==> src/rtl/core/fadd_pkg.sv <==
// fadd_pkg: shared types and constants for the fraction adder.
// Holds the sequencer state type and the fixed output field widths.
// No dependencies.
package fadd_pkg;

  localparam int NUM_W      = 33;
  localparam int DEN_W      = 32;
  localparam int OUT_BITS   = 2 * NUM_W + 2 * DEN_W;
  localparam int M_TDATA_W  = ((OUT_BITS + 7) / 8) * 8;

  typedef enum logic [3:0] {
    S_IDLE,
    S_MUL_AD,
    S_MUL_CB,
    S_MUL_BD,
    S_ABS_N,
    S_ABS_D,
    S_GCD,
    S_GSH,
    S_PREP,
    S_DIV,
    S_FIX,
    S_FINISH
  } state_t;

endpackage

==> src/rtl/core/fraction_add_reduce.sv <==
// fraction_add_reduce: adds two signed fractions and reduces the sum by its gcd.
// One shared multiplier and one shared add/subtract unit under a sequencer.
// Depends on fadd_pkg.
//
// Usage:
//   Slave channel s_*: one transaction carries num_a, den_a, num_b, den_b.
//   Master channel m_*: one transaction per input with the unreduced sum
//   (raw_num, raw_den), the reduced sum (red_num, red_den) and in m_tuser
//   the bad_den flag. A zero input denominator gives bad_den = 1 and all
//   data fields zero.
//   Work: the three products and the two magnitudes, then a binary gcd loop
//   with a shift back for each shared power of two, then two restoring
//   divisions of AW bits with AW = min(2*DATA_WIDTH+1, 64). The sum, the
//   magnitudes, the gcd and the divisions share the one add/subtract unit.
//   s_tready is high only while the sequencer is idle; one item is in work
//   at a time.
//   The result sits in an output register, so a new item is accepted while
//   the previous result still waits for m_tready; a finished item waits in
//   its last step until that register is free.
//   Reset (rst, synchronous) returns the sequencer to idle and drops
//   m_tvalid; any item in work is lost.
module fraction_add_reduce #(
  parameter int DATA_WIDTH = 16
) (
  input  logic                                  clk,
  input  logic                                  rst,
  input  logic                                  s_tvalid,
  output logic                                  s_tready,
  // num_a, den_a, num_b, den_b (DATA_WIDTH each), zero padding
  input  logic [((4*DATA_WIDTH+7)/8)*8-1:0]     s_tdata,
  output logic                                  m_tvalid,
  input  logic                                  m_tready,
  // raw_num[33], raw_den[32], red_num[33], red_den[32], zero padding
  output logic [fadd_pkg::M_TDATA_W-1:0]        m_tdata,
  // bad_den
  output logic                                  m_tuser
);

  import fadd_pkg::*;

  localparam int DW = DATA_WIDTH;
  localparam int AW = (2 * DW + 1 > 64) ? 64 : 2 * DW + 1;
  localparam int KW = $clog2(AW);
  localparam int PAD_W = M_TDATA_W - OUT_BITS;

  state_t state, state_next;

  logic signed [DW-1:0]   a, b, c, d;
  logic signed [2*DW-1:0] p;
  logic signed [AW-1:0]   sn, sd;
  logic signed [AW-1:0]   red_num, red_den;
  logic [AW-1:0]          x, y, g, q, r;
  logic [KW-1:0]          k, cnt;
  logic                   neg, sel, bad;

  logic signed [DW-1:0]   mul_x, mul_y;
  logic signed [2*DW-1:0] mul_p;
  logic [AW:0]            alu_a, alu_b, alu_res;
  logic                   alu_sub;
  logic signed [AW-1:0]   div_src;
  logic [AW-1:0]          rs;
  logic                   in_bad, out_free, load_out;

  assign in_bad   = (s_tdata[2*DW-1:DW] == '0) || (s_tdata[4*DW-1:3*DW] == '0);
  assign out_free = !m_tvalid || m_tready;
  assign div_src  = sel ? sd : sn;
  assign rs       = {r[AW-2:0], q[AW-1]};
  assign mul_p    = mul_x * mul_y;
  assign alu_res  = alu_a + (alu_sub ? ~alu_b : alu_b) + {{AW{1'b0}}, alu_sub};

  always_ff @(posedge clk) begin
    if (rst) begin
      state <= S_IDLE;
    end else begin
      state <= state_next;
    end
  end

  always_comb begin
    state_next = state;
    s_tready   = 1'b0;
    load_out   = 1'b0;
    mul_x      = a;
    mul_y      = d;
    alu_a      = '0;
    alu_b      = '0;
    alu_sub    = 1'b1;
    case (state)
      S_IDLE: begin
        s_tready = 1'b1;
        if (s_tvalid) begin
          state_next = in_bad ? S_FINISH : S_MUL_AD;
        end
      end
      S_MUL_AD: begin
        state_next = S_MUL_CB;
      end
      S_MUL_CB: begin
        mul_x      = c;
        mul_y      = b;
        state_next = S_MUL_BD;
      end
      S_MUL_BD: begin
        mul_x      = b;
        mul_y      = d;
        alu_a      = (AW+1)'(sn);
        alu_b      = (AW+1)'(p);
        alu_sub    = 1'b0;
        state_next = S_ABS_N;
      end
      S_ABS_N: begin
        alu_b      = (AW+1)'(sn);
        state_next = S_ABS_D;
      end
      S_ABS_D: begin
        alu_b      = (AW+1)'(sd);
        state_next = S_GCD;
      end
      S_GCD: begin
        alu_a = {1'b0, x};
        alu_b = {1'b0, y};
        if (x == '0 || y == '0) begin
          state_next = S_GSH;
        end
      end
      S_GSH: begin
        if (k == '0) begin
          state_next = S_PREP;
        end
      end
      S_PREP: begin
        alu_b      = (AW+1)'(div_src);
        state_next = S_DIV;
      end
      S_DIV: begin
        alu_a = {1'b0, rs};
        alu_b = {1'b0, g};
        if (cnt == '0) begin
          state_next = S_FIX;
        end
      end
      S_FIX: begin
        alu_b      = {1'b0, q};
        state_next = sel ? S_FINISH : S_PREP;
      end
      S_FINISH: begin
        if (out_free) begin
          load_out   = 1'b1;
          state_next = S_IDLE;
        end
      end
      default: begin
        state_next = S_IDLE;
      end
    endcase
  end

  // datapath, stepped by the sequencer
  always_ff @(posedge clk) begin
    case (state)
      S_IDLE: begin
        a   <= s_tdata[DW-1:0];
        b   <= s_tdata[2*DW-1:DW];
        c   <= s_tdata[3*DW-1:2*DW];
        d   <= s_tdata[4*DW-1:3*DW];
        sel <= 1'b0;
        k   <= '0;
        bad <= in_bad;
        if (in_bad) begin
          sn      <= '0;
          sd      <= '0;
          red_num <= '0;
          red_den <= '0;
        end
      end
      S_MUL_AD: begin
        p <= mul_p;
      end
      S_MUL_CB: begin
        sn <= AW'(p);
        p  <= mul_p;
      end
      S_MUL_BD: begin
        sn <= alu_res[AW-1:0];
        p  <= mul_p;
      end
      S_ABS_N: begin
        sd <= AW'(p);
        x  <= sn[AW-1] ? alu_res[AW-1:0] : sn;
      end
      S_ABS_D: begin
        y <= sd[AW-1] ? alu_res[AW-1:0] : sd;
      end
      S_GCD: begin
        // binary gcd, one step per cycle; k counts shared factors of two
        if (x == '0 || y == '0) begin
          g <= x | y;
        end else if (!x[0] && !y[0]) begin
          x <= x >> 1;
          y <= y >> 1;
          k <= k + 1'b1;
        end else if (!x[0]) begin
          x <= x >> 1;
        end else if (!y[0]) begin
          y <= y >> 1;
        end else if (!alu_res[AW]) begin
          x <= alu_res[AW-1:0] >> 1;
        end else begin
          x <= y;
          y <= x;
        end
      end
      S_GSH: begin
        if (k != '0) begin
          g <= {g[AW-2:0], 1'b0};
          k <= k - 1'b1;
        end
      end
      S_PREP: begin
        neg <= div_src[AW-1];
        q   <= div_src[AW-1] ? alu_res[AW-1:0] : div_src;
        r   <= '0;
        cnt <= KW'(AW - 1);
      end
      S_DIV: begin
        if (!alu_res[AW]) begin
          r <= alu_res[AW-1:0];
          q <= {q[AW-2:0], 1'b1};
        end else begin
          r <= rs;
          q <= {q[AW-2:0], 1'b0};
        end
        cnt <= cnt - 1'b1;
      end
      S_FIX: begin
        if (sel) begin
          red_den <= neg ? alu_res[AW-1:0] : q;
        end else begin
          red_num <= neg ? alu_res[AW-1:0] : q;
          sel     <= 1'b1;
        end
      end
      default: begin
      end
    endcase
  end

  always_ff @(posedge clk) begin
    if (rst) begin
      m_tvalid <= 1'b0;
    end else if (load_out) begin
      m_tvalid <= 1'b1;
    end else if (m_tready) begin
      m_tvalid <= 1'b0;
    end
  end

  always_ff @(posedge clk) begin
    if (load_out) begin
      m_tdata <= {{PAD_W{1'b0}}, DEN_W'(red_den), NUM_W'(red_num),
                  DEN_W'(sd), NUM_W'(sn)};
      m_tuser <= bad;
    end
  end

  // remainder stays below the divisor throughout the division
  a_rem_bound: assert property (@(posedge clk) disable iff (rst)
    state == S_DIV |-> r < g)
    else $error("division remainder not below divisor");

  a_gcd_nonzero: assert property (@(posedge clk) disable iff (rst)
    (state == S_PREP || state == S_DIV || state == S_FIX) |-> g != '0)
    else $error("gcd is zero during division");

  a_bad_zero: assert property (@(posedge clk) disable iff (rst)
    m_tvalid && m_tuser |-> m_tdata == '0)
    else $error("bad denominator result carries nonzero data");

  a_den_nonzero: assert property (@(posedge clk) disable iff (rst)
    m_tvalid && !m_tuser |-> m_tdata[OUT_BITS-1:2*NUM_W+DEN_W] != '0)
    else $error("reduced denominator is zero");

  a_load: assert property (@(posedge clk) disable iff (rst)
    state == S_FINISH && out_free |=> m_tvalid && state == S_IDLE)
    else $error("finished result not loaded into output register");

endmodule

==> config.mk <==
export PLATFORM = sky130hd
export DESIGN_NAME = fraction_add_reduce
export DESIGN_NICKNAME = d
export VERILOG_FILES = /design/src/rtl/core/fadd_pkg.sv /design/src/rtl/core/fraction_add_reduce.sv
export SDC_FILE = /design/constraint.sdc
export NUM_CORES = 2
export LEC_CHECK = 0
export ABC_CLOCK_PERIOD_IN_PS = 9500
export BUFFER_PORTS_ARGS = -buffer_cell sky130_fd_sc_hd__buf_2
export CAP_MARGIN = 20
export CORE_ASPECT_RATIO = 0.9
export CORE_UTILIZATION = 61
export CTS_CLUSTER_SIZE = 14
export DETAILED_ROUTE_END_ITERATION = 8
export PLACE_DENSITY = 0.86
export SLEW_MARGIN = 20
export SYNTH_ARGS = -nofsm -noshare
export SYNTH_HDL_FRONTEND = slang
export SYNTH_SLANG_ARGS = --single-unit
==> constraint.sdc <==
create_clock -name clk -period 9.5 [get_ports clk]
set_input_delay 0.95 -clock clk [delete_from_list [all_inputs] [get_ports clk]]
set_output_delay 0.95 -clock clk [all_outputs]
set_load 0.01 [all_outputs]
---- Word-level counts from Yosys, hierarchy flattened ----
Cells that the tools add are included.
word-level totals
  bits in registers ....................... 542
  latch bits .............................. 0
  RAM bits ................................ 0
  memory bits (read-only) ................. 0
  input bits .............................. 68
  output and inout bits ................... 139
  logic and storage cells ................. 150
  memories kept ........................... 0
cells by class
  add/sub/neg operators ................... 5
  multiply operators ...................... 1
  div/mod/pow operators ................... 0
  $lt $le $gt $ge ......................... 0
  equal/unequal tests ..................... 25
  shift-type cells ........................ 0
  mux-type cells .......................... 56
  bitwise logic cells ..................... 2
  reduce and logical (&&, ||, !) cells .... 36
operators with widths
  cell                count
  $mux 33             19
  $pmux 33 s2         6
  $pmux 34 s7         1
  $pmux 32 s2         2
  $pmux 34 s3         1
  $pmux 33 s3         1
  $logic_not 33->1    2
  $mux 32             2
  $pmux 4 s12         1
  $add 34x1->34       1
  $add 34x34->34      1
  $mux 34             1
  $not 34->34         1
  $or 33x33->33       1
  $logic_not 16->1    2
  $mul 16x16->32      1
  $pmux 16 s2         1
  $mux 4              6
  $ne 2x2->1 const B  11
  $mux 6              3
  $pmux 6 s3          1
  $eq 4x3->1 const B  4
  $eq 4x4->1 const B  4
  $mux 16             1
  other kinds (23)    51

---- Depth between registers and ports, before layout ----
  word-level depth ........................ 12
  depth in mapped cells ................... 31
  mapped depth without buffers ............ 28

---- Least setup slack after synthesis ----
Ideal clock, no wire load.
  kind .................................... register to register
  start ................................... register state[0]
  end ..................................... register p[30], data pin
  library setup time ...................... 0.271 ns
  arrival time ............................ 7.353 ns
  data required time ...................... 9.229 ns
  path slack .............................. 1.876 ns
  stages on the path, launching flop included .. 28
  buffers on the path ..................... 4
  period minus slack after synthesis ...... 7.624 ns
  path through ............................ dfxtp_1 buf_2 buf_1 buf_1 mux2i_1 a21oi_1 clkbuf_1 nand2_1 fa_1 fa_1 fa_1 fa_1 inv_1 fa_1 inv_1 fa_1 inv_1 ha_1 a21o_1 a21o_1 a21oi_1 o21ai_0 a311oi_1 o21bai_1 a21oi_1 nor3_1 a2111oi_0 xnor2_1
between the ends
  longest elaborated chain between the ends .. 3
  elaborated cells between the ends (all ways) .. 5
  classes of those cells .................. 1 x mul; 2 x eq/ne; 2 x mux
RTL lines
  item                                    line                        source
  from (decl)                             fraction_add_reduce.sv:46   state_t state, state_next;
  from (signal assigned)                  fraction_add_reduce.sv:75   state <= state_next;
  $eq 4x2->1                              fraction_add_reduce.sv:88   case (state)
  $pmux 16 s2 or $mux 16 (tied branches)  fraction_add_reduce.sv:88
  $mul 16x16->32 (*)                      fraction_add_reduce.sv:68   assign mul_p = mul_x * mul_y;
  net mul_p[30]                           fraction_add_reduce.sv:57   logic signed [2*DW-1:0] mul_p;
  to (signal assigned)                    fraction_add_reduce.sv:177  p <= mul_p;
  to (signal assigned)                    fraction_add_reduce.sv:181  p <= mul_p;
  to (signal assigned)                    fraction_add_reduce.sv:185  p <= mul_p;
  to (decl)                               fraction_add_reduce.sv:49   logic signed [2*DW-1:0] p;
The timed path passes the listed nets; every way through them passes the cells marked *.
A chain may end at the register's enable or synchronous reset.

---- Worst setup path after layout ----
  start ................................... register state[2]
  end ..................................... register p[30], data pin
The elaborated chain is that of the path after synthesis.

==> results.ini <==
[run_status]
run_status = complete, but fails checks
failed_checks = DRC

[final_layout]
fillers = 4259
multi_input_area_um2 = 18000
drive_above_1_share = 0.116
n_antenna_cell = 0
synthToLayoutAreaGrowth_pct = 10.4
seqCellArea_um2 = 16200
final_common_cell = edfxtp_1
layout_common_cells = edfxtp_1 (536), nand2_1 (374), inv_1 (333)
nNetsFinal = 3931

[grt]
grt_max_degree = 114
antenna_found_initial = 1
grt_remaining_overflow = 0
grt_use_total = 0.334
grt_pass1_wl_mm = 154
grt_pass1_vias = 27600

[clock_tree]
cts.repair.resized = 0
cts_buffers = 56
path_clk_slew_ns = 0.06
h-tree-depth = 2
cts_root_buf = clkbuf_16
cts_tree = built
cts.sinks = 541
insertion_delay_ns = 0.65
post_cts_buffers = 0
hold_buffers = 0
cts_buffer_depth = 3

[die]
die_w_um = 258
die_area_um2 = 60100
rows = 84
io_pins = 207
core_area_um2 = 58400
initial_utilization = 0.618
die_h_um = 233

[worst_setup_path]
cp_slowest_cell = nor2_4
crit_arrival_ns = 8.64
critPathLaunchType = register
critPathMaxStageDelay_ns = 0.68
path_buf_inv = 3
cp_max_fo = 37
path_class = reg -> reg
cp.required_ns = 9.88
end_kind = register
path_delay_family = adder cells
crit_top_cell = fa_1

[synthesis]
synth_top_area_frac = 0.446
synth_edf_count = 536
yosysTopAreaCell = edfxtp_1
synthCells = 3333
syn_area_um2 = 36100
synth_top_flop_cell = edfxtp_1
ys_ff_latch = 541
synth_cell_types = 74
yosysWarnings = 0
synth_area_leaders = edfxtp_1 (45%), fa_1 (15%), ha_1 (4.2%), mux2i_1 (4.2%), nand2_1 (3.9%)
async_reset_ff_frac = 0
avgSynthCellArea_um2 = 10.8
ys_seq_area_frac = 0.449

[sta]
period_minus_slack_ns = 8.26
rsz0062_at_grt = false
tightest_slew_ns = 1.19
finalHoldViolations = 0
finalSetupTns_ns = 0
final_max_slew_viol_count = 0
final-setup-viol-count = 0
clock_skew_ns = 0.0479
maxSlewHeadroom = 0.210
finalCritPeriodShare = 0.870
fmax_ghz = 0.121

[route]
drt_iter0_drc = 3947
first_pass_iters = 9
vias = 27700
routedWlPerCell_um = 23.2
viasPerCell = 6.44
drc_errors = 3
drt_wl_total_mm = 99.5
ant_nets = 0

[place]
port_buffers = 200
gp_congestion = 0.968
dp_hpwl_mm = 68.3

[flow_run]
drv_cap = 0

[min_path]
min_path_type = reg -> reg

==> metrics by stage <==
stage | utilization | instances | instance area, um2 | hold WS (ns) | worst slack [ns]
global route | 0.682 | 4297 | 39800 | 0.418 | 0.772
finish | 0.682 | 4297 | 39800 | 0.411 | 1.24
global placement | 0.649 | 4192 | 37900 | 0.401 | 1.63
floorplan | - | 3338 | 36100 | 0.400 | 1.88
detailed placement | 0.649 | 4193 | 37900 | 0.405 | 1.43
CTS | 0.681 | 4296 | 39800 | 0.414 | 1.40
==> cell type report <==
type / count / area share
clock inverter: 37 / 0.0108
tap: 774 / 0.0243
timing repair buffer: 263 / 0.0381
sequential: 541 / 0.407
clock buffer: 66 / 0.0361
multi-input combinational: 2276 / 0.452
inverter: 340 / 0.0321
==> sequential cells by signal, summed over array words and instances (netlist names), 32 cells and up <==
register	cells
red_den	32
q	33
x	33
y	33
red_num	33
r	32
p	32
sd	32
g	33
m_tdata	130
sn	33
==> final timing paths <==
path	startpoint	endpoint	slack, ns	depth (start not counted)
setup reg to reg	state[2]$_SDFFE_PP0P_	p[30]$_DFFE_PP_	1.24	25
hold / removal	red_den[27]$_SDFFCE_PN0P_	m_tdata[125]$_DFFE_PP_	0.41	0
setup / recovery	state[2]$_SDFFE_PP0P_	p[30]$_DFFE_PP_	1.24	25
hold reg to reg	red_den[27]$_SDFFCE_PN0P_	m_tdata[125]$_DFFE_PP_	0.41	0
==> worst reg2reg max path, cell delays in order (launching register included) <==
cell and delay (ns):
dfxtp_1 0.48, nand2b_1 0.34, nor2_4 0.68, nor2_1 0.14, a21oi_1 0.58, nand2_1 0.15, fa_1 0.52, fa_1 0.47
fa_1 0.46, fa_1 0.49, inv_1 0.05, fa_1 0.52, inv_1 0.04, fa_1 0.47, inv_1 0.05, ha_1 0.34
a21o_1 0.19, a21o_1 0.19, a21oi_1 0.15, o21ai_0 0.14, a311oi_1 0.35, o21bai_1 0.24, a21oi_1 0.30, nor3_1 0.09
a2111oi_0 0.47, xnor2_1 0.11
==> cells by family after synthesis <==
| family | share of synthesized area |
|---|---|
| compound gates | 0.123 |
| xor+xnor | 0.0180 |
| fa+ha+maj | 0.188 |
| buf+inv | 0.0557 |
| flops | 0.449 |
| mux | 0.0488 |
| other cells | 0.000104 |
| simple gates | 0.118 |
==> cell usage after synthesis, drive strengths merged, types with 49 or more instances <==
cell / n
a211oi: 49
a21o: 58
a21oi: 207
clkbuf: 137
edfxtp: 536
fa: 264
ha: 121
inv: 338
mux2i: 150
nand2: 374
nand3: 76
nor2: 296
o21ai: 141
xnor2: 53
==> layer usage <==
layer / GRT usage / vias to the layer above / wire, um
met1: 0.423 / 13300 / 35800
met2: 0.548 / 1988 / 47000
met5: 0 / - / 9
li1: - / 12000 / -
met3: 0.0646 / 405 / 11200
met4: 0.175 / 2 / 5610
Power is left out: the tool's default activity adds up to more than one toggle a clock period on the data nets, which glitch-free logic cannot reach.
